`config.mk`:
```
export PLATFORM = sky130hd
export DESIGN_NAME = lidar_data_frame_receiver_top
export DESIGN_NICKNAME = d
export VERILOG_FILES = /design/src/lidfr_pkg.sv /design/src/lidfr_core.sv /design/src/lidar_data_frame_receiver_top.sv
export SDC_FILE = /design/constraint.sdc
export NUM_CORES = 1
export LEC_CHECK = 0
export BUFFER_PORTS_ARGS = -buffer_cell sky130_fd_sc_hd__buf_2
export CORE_AREA = 2 2 104 106
export CTS_CLUSTER_DIAMETER = 50
export DETAILED_ROUTE_END_ITERATION = 7
export DIE_AREA = 0 0 106 108
export GPL_ROUTABILITY_DRIVEN = 0
export HOLD_SLACK_MARGIN = 0.08
export PLACE_DENSITY = 0.75
export RECOVER_POWER = 50
export REMOVE_ABC_BUFFERS = 1
export SETUP_SLACK_MARGIN = 0.4
export SYNTH_ARGS = -nofsm -noshare
export SYNTH_HDL_FRONTEND = slang
export SYNTH_SLANG_ARGS = --single-unit
```
`constraint.sdc`:
```
create_clock -name clk -period 2.33 [get_ports clk]
set_input_delay 0.5825 -clock clk [delete_from_list [all_inputs] [get_ports clk]]
set_output_delay 0.5825 -clock clk [all_outputs]
set_load 0.05 [all_outputs]
```
`src/lidfr_pkg.sv`:
```
// Shared types and constants for the lidar serial frame receiver.
package lidfr_pkg;

  typedef enum logic [2:0] {
    PH_HUNT1 = 3'b001,
    PH_HUNT2 = 3'b010,
    PH_BODY  = 3'b100
  } phase_t;

  typedef struct packed {
    logic [15:0] temperature_raw;
    logic [15:0] strength;
    logic [15:0] distance;
    logic        checksum_ok;
  } frame_res_t;

  localparam logic [7:0] HEADER_RESET = 8'h59;
  localparam logic       REG_HEADER   = 1'b0;

  // byte positions of the payload fields within a frame
  localparam logic [3:0] POS_DIST_LO = 4'd2;
  localparam logic [3:0] POS_DIST_HI = 4'd3;
  localparam logic [3:0] POS_STR_LO  = 4'd4;
  localparam logic [3:0] POS_STR_HI  = 4'd5;
  localparam logic [3:0] POS_TMP_LO  = 4'd6;
  localparam logic [3:0] POS_TMP_HI  = 4'd7;

endpackage

```
`src/lidfr_core.sv`:
```
// Frame parser: header hunt, field assembly and checksum for one byte a cycle.
module lidfr_core #(
  parameter int FRAME_BYTES = 9
) (
  input  logic                   clk,
  input  logic                   rst_n,
  input  logic                   byte_valid,
  input  logic [7:0]             byte_i,
  input  logic [7:0]             header_i,
  output logic                   res_valid,
  output lidfr_pkg::frame_res_t  res
);
  import lidfr_pkg::*;

  localparam logic [3:0] LAST_IDX = 4'(FRAME_BYTES - 1);

  phase_t      phase_r, phase_nxt;
  logic [3:0]  idx_r, idx_nxt;
  logic [7:0]  sum_r, sum_nxt;
  logic [15:0] dist_r, dist_nxt;
  logic [15:0] str_r, str_nxt;
  logic [15:0] tmp_r, tmp_nxt;

  always_comb begin
    phase_nxt = phase_r;
    idx_nxt   = idx_r;
    sum_nxt   = sum_r;
    dist_nxt  = dist_r;
    str_nxt   = str_r;
    tmp_nxt   = tmp_r;
    res_valid = 1'b0;
    res.distance        = dist_r;
    res.strength        = str_r;
    res.temperature_raw = tmp_r;
    res.checksum_ok     = (sum_r == byte_i);
    if (byte_valid) begin
      unique case (phase_r)
        PH_HUNT2: begin
          if (byte_i == header_i) begin
            sum_nxt   = sum_r + byte_i;
            idx_nxt   = POS_DIST_LO;
            phase_nxt = PH_BODY;
          end else begin
            phase_nxt = PH_HUNT1;
            idx_nxt   = '0;
            sum_nxt   = '0;
          end
        end
        PH_BODY: begin
          if (idx_r >= LAST_IDX) begin
            res_valid = 1'b1;
            phase_nxt = PH_HUNT1;
            idx_nxt   = '0;
            sum_nxt   = '0;
          end else begin
            case (idx_r)
              POS_DIST_LO: dist_nxt[7:0]  = byte_i;
              POS_DIST_HI: dist_nxt[15:8] = byte_i;
              POS_STR_LO:  str_nxt[7:0]   = byte_i;
              POS_STR_HI:  str_nxt[15:8]  = byte_i;
              POS_TMP_LO:  tmp_nxt[7:0]   = byte_i;
              POS_TMP_HI:  tmp_nxt[15:8]  = byte_i;
              default: ;
            endcase
            sum_nxt = sum_r + byte_i;
            idx_nxt = idx_r + 4'd1;
          end
        end
        default: begin
          // first header byte; also recovers from any stray code
          if (byte_i == header_i) begin
            sum_nxt   = byte_i;
            idx_nxt   = 4'd1;
            phase_nxt = PH_HUNT2;
          end else begin
            phase_nxt = PH_HUNT1;
            idx_nxt   = '0;
            sum_nxt   = '0;
          end
        end
      endcase
    end
  end

  always_ff @(posedge clk) begin
    if (!rst_n) begin
      phase_r <= PH_HUNT1;
      idx_r   <= '0;
      sum_r   <= '0;
    end else begin
      phase_r <= phase_nxt;
      idx_r   <= idx_nxt;
      sum_r   <= sum_nxt;
    end
  end

  always_ff @(posedge clk) begin
    dist_r <= dist_nxt;
    str_r  <= str_nxt;
    tmp_r  <= tmp_nxt;
  end

`ifndef SYNTHESIS
  a_hunt1_clear: assert property (@(posedge clk) disable iff (!rst_n)
    phase_r == PH_HUNT1 |-> idx_r == 4'd0 && sum_r == 8'd0)
    else $error("hunt state with stale index or sum");
  a_hunt2_idx: assert property (@(posedge clk) disable iff (!rst_n)
    phase_r == PH_HUNT2 |-> idx_r == 4'd1)
    else $error("second header hunt with wrong index");
  a_body_idx: assert property (@(posedge clk) disable iff (!rst_n)
    phase_r == PH_BODY |-> idx_r >= POS_DIST_LO && idx_r <= LAST_IDX)
    else $error("body index out of frame");
  a_res_body: assert property (@(posedge clk) disable iff (!rst_n)
    res_valid |=> phase_r == PH_HUNT1)
    else $error("frame end did not return to hunting");
`endif

endmodule

```
`src/lidar_data_frame_receiver_top.sv`:
```
// Top level of the lidar serial frame receiver: config port and output register.
//
// Usage:
//   in_*  : one received serial byte per word (in_tdata[7:0]).
//   out_* : one word per complete frame. out_tdata carries distance [15:0],
//           strength [31:16] and temperature_raw [47:32]; out_tuser is the
//           checksum flag (1 = sum of all bytes before the last matches it).
//   cfg_* : APB-style port, register 0 at address 0 is the header byte value.
// Each byte is parsed in the cycle it is accepted; a frame's result is in the
// output register in the cycle after its last byte is taken. One byte can be
// accepted every cycle while in_tready is high; the parser state update is the only loop.
// in_tready drops only while a result waits in the output register and
// out_tready is low; a stalled result holds until taken.
// Reset (rst_n low, synchronous) returns the parser to hunting the first
// header byte, empties the output register and sets the header value to 0x59.
module lidar_data_frame_receiver_top #(
  parameter int FRAME_BYTES = 9
) (
  input  logic        clk,
  input  logic        rst_n,
  input  logic        in_tvalid,
  output logic        in_tready,
  input  logic [7:0]  in_tdata,   // [7:0] rx_byte
  output logic        out_tvalid,
  input  logic        out_tready,
  output logic [47:0] out_tdata,  // [15:0] distance, [31:16] strength, [47:32] temperature_raw
  output logic        out_tuser,  // [0] checksum_ok
  input  logic        cfg_psel,
  input  logic        cfg_penable,
  input  logic        cfg_pwrite,
  input  logic [2:0]  cfg_paddr,
  input  logic [31:0] cfg_pwdata,
  output logic [31:0] cfg_prdata,
  output logic        cfg_pready
);
  import lidfr_pkg::*;

  logic [7:0] header_val_r;
  logic       in_acc;
  logic       res_valid;
  frame_res_t res;
  logic       out_valid_r;
  frame_res_t out_r;

  assign cfg_pready = 1'b1;
  assign cfg_prdata = (cfg_paddr[2] == REG_HEADER) ? {24'd0, header_val_r} : 32'd0;

  always_ff @(posedge clk) begin
    if (!rst_n) begin
      header_val_r <= HEADER_RESET;
    end else if (cfg_psel && cfg_penable && cfg_pwrite && cfg_pready
                 && cfg_paddr[2] == REG_HEADER) begin
      header_val_r <= cfg_pwdata[7:0];
    end
  end

  assign in_tready = !out_valid_r || out_tready;
  assign in_acc    = in_tvalid && in_tready;

  lidfr_core #(
    .FRAME_BYTES (FRAME_BYTES)
  ) u_core (
    .clk        (clk),
    .rst_n      (rst_n),
    .byte_valid (in_acc),
    .byte_i     (in_tdata),
    .header_i   (header_val_r),
    .res_valid  (res_valid),
    .res        (res)
  );

  always_ff @(posedge clk) begin
    if (!rst_n) begin
      out_valid_r <= 1'b0;
    end else if (in_acc && res_valid) begin
      out_valid_r <= 1'b1;
    end else if (out_tready) begin
      out_valid_r <= 1'b0;
    end
  end

  always_ff @(posedge clk) begin
    if (in_acc && res_valid) begin
      out_r <= res;
    end
  end

  assign out_tvalid = out_valid_r;
  assign out_tdata  = {out_r.temperature_raw, out_r.strength, out_r.distance};
  assign out_tuser  = out_r.checksum_ok;

`ifndef SYNTHESIS
  a_no_overwrite: assert property (@(posedge clk) disable iff (!rst_n)
    out_valid_r && !out_tready |-> !in_acc)
    else $error("byte accepted while result stalled");
  a_res_loaded: assert property (@(posedge clk) disable iff (!rst_n)
    in_acc && res_valid |=> out_valid_r)
    else $error("frame result lost");
  a_hdr_write: assert property (@(posedge clk) disable iff (!rst_n)
    cfg_psel && cfg_penable && cfg_pwrite && cfg_paddr[2] == REG_HEADER
    |=> header_val_r == $past(cfg_pwdata[7:0]))
    else $error("header register not written");
`endif

endmodule
```
======== Yosys cells after proc, flatten, opt, wreduce, memory -nomap -nowiden ========
Cells that the tools add are included.
storage, ports and cells
  register bits after elaboration ......... 121
  output and inout port bits .............. 84
  word-level logic and storage cells ...... 64
cells by class
  order comparisons ....................... 1
  reductions and logical operators ........ 15
  muxes and demuxes ....................... 18
  add/sub/neg operators ................... 2
  equal/unequal tests ..................... 11
  bitwise gates (word level) .............. 2
operators with widths
  cell                                                                     count
  8-bit 2-to-1 mux                                                         4
  4-bit AND reduction                                                      6
  4-bit by 3-bit equality test with 1-bit output, second input constant    4
  8-bit equality test                                                      2
  8-bit case mux with 2 select lines                                       1
  8-bit adder                                                              1
  4-bit by 2-bit equality test with 1-bit output, second input constant    2
  4-bit case mux with 2 select lines                                       1
  1-bit 2-to-1 mux                                                         6
  3-bit 2-to-1 mux                                                         2
  3-bit case mux with 2 select lines                                       1
  1-bit logical AND                                                        5
  4-bit by 1-bit adder with 4-bit output, second input constant            1
  4-bit greater-or-equal comparator, second input constant                 1
  2-bit 2-to-1 mux                                                         2
  4-bit 2-to-1 mux                                                         1
  3-bit by 2-bit equality test with 1-bit output, second input constant    1
  3-bit equality test, second input constant                               1
  2-bit by 1-bit inequality test with 1-bit output, second input constant  1
  1-bit inverter                                                           2
  2-bit AND reduction                                                      1
  2-bit nonzero test                                                       1
  1-bit logical NOT                                                        1
  1-bit logical OR                                                         1

======== Longest topological paths before layout ========
  depth in word-level cells ............... 6
  depth in mapped cells ................... 7

======== Cells and area by module ========
Synthesis repeated with hierarchy kept, for this count alone.
second synthesis, totals
  cell total of the unflattened synthesis .. 302
  area total of the unflattened synthesis .. 4768.3 µm²
modules (own cells, without submodules)
  module                         area an instance (µm²)  sequential area each (µm²)  times used  cells an instance
  lidfr_core                     2635.0                  1741.7                      1           177
  lidar_data_frame_receiver_top  2133.3                  1651.6                      1           125

======== Worst setup path before layout ========
No wires, ideal clock.
  path kind ............................... input to register
  start ................................... input port out_tready
  end ..................................... register out_r, in the netlist out_tdata[0], enable pin
  library setup time ...................... 0.403 ns
  setup slack ............................. -0.557 ns
  data arrival time ....................... 2.484 ns
  stages .................................. 5
  cell sequence ........................... nand2b_1 > and2_1 > buf_2 > nand3_1 > inv_1
on the way
  cells in the longest elaborated chain, start to end .. 4
RTL lines
  what                  RTL line                             source
  from (decl)           lidar_data_frame_receiver_top.sv:25  input logic out_tready,
  1-bit logical OR *    lidar_data_frame_receiver_top.sv:57  assign in_tready = !out_valid_r || out_tready;
  1-bit logical AND *   lidar_data_frame_receiver_top.sv:58  assign in_acc = in_tvalid && in_tready;
  1-bit 2-to-1 mux      lidfr_core.sv:36                     if (byte_valid) begin
  1-bit logical AND *   lidar_data_frame_receiver_top.sv:83  if (in_acc && res_valid) begin
  to (signal assigned)  lidar_data_frame_receiver_top.sv:84  out_r <= res;
  to (decl)             lidar_data_frame_receiver_top.sv:43  frame_res_t out_r;
Mark *: on every way between the ends. The rest lies on a longest branch, timed or not.
A chain may end at the register's enable or synchronous reset.

======== Worst setup path after layout ========
  start ................................... register u_core.phase_r[2]
  end ..................................... register u_core.dist_r[10], enable pin
on the way
  cells in the longest elaborated chain, start to end .. 2
RTL lines
  what                                  RTL line          source
  from (decl)                           lidfr_core.sv:17  phase_t phase_r, phase_nxt;
  from (signal assigned)                lidfr_core.sv:91  phase_r <= phase_nxt;
  3-bit equality test                   lidfr_core.sv:37  unique case (phase_r)
  4-bit AND reduction (no source line)  --
  to (signal assigned)                  lidfr_core.sv:98  dist_r <= dist_nxt;
  to (decl)                             lidfr_core.sv:20  logic [15:0] dist_r, dist_nxt;
No other way between the ends.

==> run summary <==
Synth Flop Type: edfxtp_1
area occupied by multi-input gates: 0.00117 mm2
CP peak stage delay: 0.49 ns
Pwr Density: 869 mW/mm2
status: completed
IO Port Bufs: 82
Hold Fails Final Rpt: 0
die height: 108 um
number of remaining DRC errors: 0
worst path bufs/invs: 1
first-pass GRT wire length: 13600 um
Setup crit start kind: flop
leakage: 2.13 nW
core box area: 0.0102 mm2
Overall Global Routing Usage: 16.0%
CP max FO: 8
Layout Skew: 0.00717 ns
layout cell share with drive strength beyond 1: 22.6%
number of global-route vias before repair: 2656
clk_lat worst skew: 0.50 ns
worst min-delay path class: primary input to flop
critical path type: flop to flop
Initial Util: 46.2%
setup TNS: 0 ns
nets@finish: 488
Slew Limit Fails: 0
final setup violation count: 0
PostCTS Resize Cnt: 1
Area Growth Syn to Fin: 22.5%
Yosys top cell area share: 61.6%
Synthesis Warnings: 0
Synth top cells by count: edfxtp_1 (97), nand2_1 (27), buf_4 (25)
Site Rows: 37
count leader, synth: edfxtp_1
maxcap violations: 0
library cells used by synthesis: 47
average wire per standard cell: 15.4 um
Max transition margin: 59.7%
DP Wirelength: 5910 um
Crit path depth: 5
Clock Pin Slew Worst Setup and Hold Paths: 0.06 ns
hold depth: 3
Vias per Instance: 4.84
FF-to-FF path depth: 5
Cell Area, Synth: 0.00473 mm2
antenna violations before repair: 0
CTS buffer count: 17
post-synthesis average cell area: 14.8 um2
die area: 0.0114 mm2
drt first-iter violations: 158
Clock Tree Buf Depth: 2
Reg area: 0.00339 mm2
#FFs+latches synth: 121
cell family with most CP delay: simple AND/OR/NAND/NOR gates
DIE WIDTH: 106 um
Layout fillers: 836
Max IR drop VDD: 0.492 mV
H-tree depth: 4
Post-synth EDFFs: 97
Layout Cells excl Fill: 575
Syn Inst Count: 319
fmax: 499 MHz
slowest CP cell: nor3b_1
Pre-Repair DR Iteration Count: 4
CTS tree: done
Seq/Total Area, Yosys: 71.8%
Post-CTS Hold Fix Bufs: 0
# clock sinks: 121
largest area contributor in the netlist: edfxtp_1
fin crit period: 2.01 ns
FFs w/ async S/R, synth: 0%
diode count: 0
Arrival @ worst endpoint: 2.21 ns
CP Cell Sequence: nor3b_1, and2b_1, nand3_1, nor2_1, buf_4
buffer type at the clock tree root: clkbuf_8
Via Count: 2785
largest net degree at the start of global routing: 50
Placed Cells: 543
global route overflow: 0
post-CTS setup buffers: 0
Total Wirelength: 8850 um
# IOs: 134
Slew @ Worst Pin: 0.608 ns
Hold WS: 0.285 ns
worst path required time: 2.54 ns
Routed Antenna Nets: 0
period utilization: 86.1%
top cells by area, synth: edfxtp_1 (62%), dfxtp_1 (10%), buf_4 (4.0%)
RSZ-0062 raised after global routing: false
CP Capture Type: flop
cells by family after synthesis:
logic type                 Yosys count  share of synthesized area, %
muxes                                1                         0.212
buffers and inverters               39                          5.27
xor gates and xnor gates            13                          2.41
and+or+nand+nor                     81                          9.37
other                                2                         0.159
DFF                                121                          71.8
adders and majority gates           12                          3.34
AOI/OAI and AO/OA                   50                          7.44
area by class of cell:
class	count	share of cell area, %
Sequential cell	121	58.6
Multi-Input combinational cell	182	20.2
Timing Repair Buffer	97	8.15
Clock buffer	17	7.16
Tap cell	136	2.94
Clock inverter	15	2.46
Inverter	7	0.454
metal layers:
metal	part of all wire (%)	vias to the layer above	wire length [um]	global-route usage, %
met1	43	1288	3810	20.0
li1	-	1350	-	-
met3	6.9	14	614	4.52
met5	0	-	0	0
met4	1.9	0	166	6.77
met2	48	133	4260	26.2
power breakdown:
group          switching, mW  internal [mW]  leakage, nW
clock network          0.953           1.43        0.271
logic                  0.228         0.0754        0.790
registers             0.0105           2.33         1.07
total                   1.19           3.84         2.13
cells in the final DEF, fill, tap and decap left out, types with 4 or more instances in the layout:
cell type and n:
a21boi_0 6, clkbuf_1 41, clkbuf_16 16, nor2_1 11
ha_1 11, nand2b_1 4, nand2_1 27, buf_2 46
inv_1 6, xor2_1 11, o21ai_0 16, conb_1 25
a221oi_1 5, dfxtp_1 24, a21oi_1 5, nor2b_1 9
inv_6 4, edfxtp_1 97, buf_4 7, nand3_1 11
through the flow:
stage | setup WS [ns] | total power [mW] | cell area, um2 | util, %
global placement | 0.132 | 2.68 | 5300 | 51.8
floorplan | -0.702 | 2.59 | 4590 | -
finish | 0.324 | 5.03 | 5790 | 56.6
CTS | 0.406 | 5.08 | 5850 | 57.2
global route | 0.215 | 5.18 | 5790 | 56.6
detailed placement | 0.0877 | 2.69 | 5300 | 51.8
worst paths after layout:
check	end	from	slack (ns)
max	u_core.dist_r[10]	u_core.phase_r[2]	0.32
min	header_val_r[0]	cfg_pwdata[0]	0.28
max reg2reg	u_core.dist_r[10]	u_core.phase_r[2]	0.32
min reg2reg	out_tdata[1]	u_core.dist_r[1]	0.42
worst min-delay path, stage by stage:
cell     delay [ns]
buf_2          0.07
nand2_1        0.04
nand3_1        0.06
registers in the layout, indices dropped and copies added, names as in the netlist:
register	cells
u_core.dist_r	16
out_tvalid	1
out_tuser	1
u_core.tmp_r	16
out_tdata	48
u_core.phase_r	3
u_core.idx_r	4
u_core.str_r	16
u_core.sum_r	8
header_val_r	8
No activity file was read; power rests on OpenSTA's default activity.
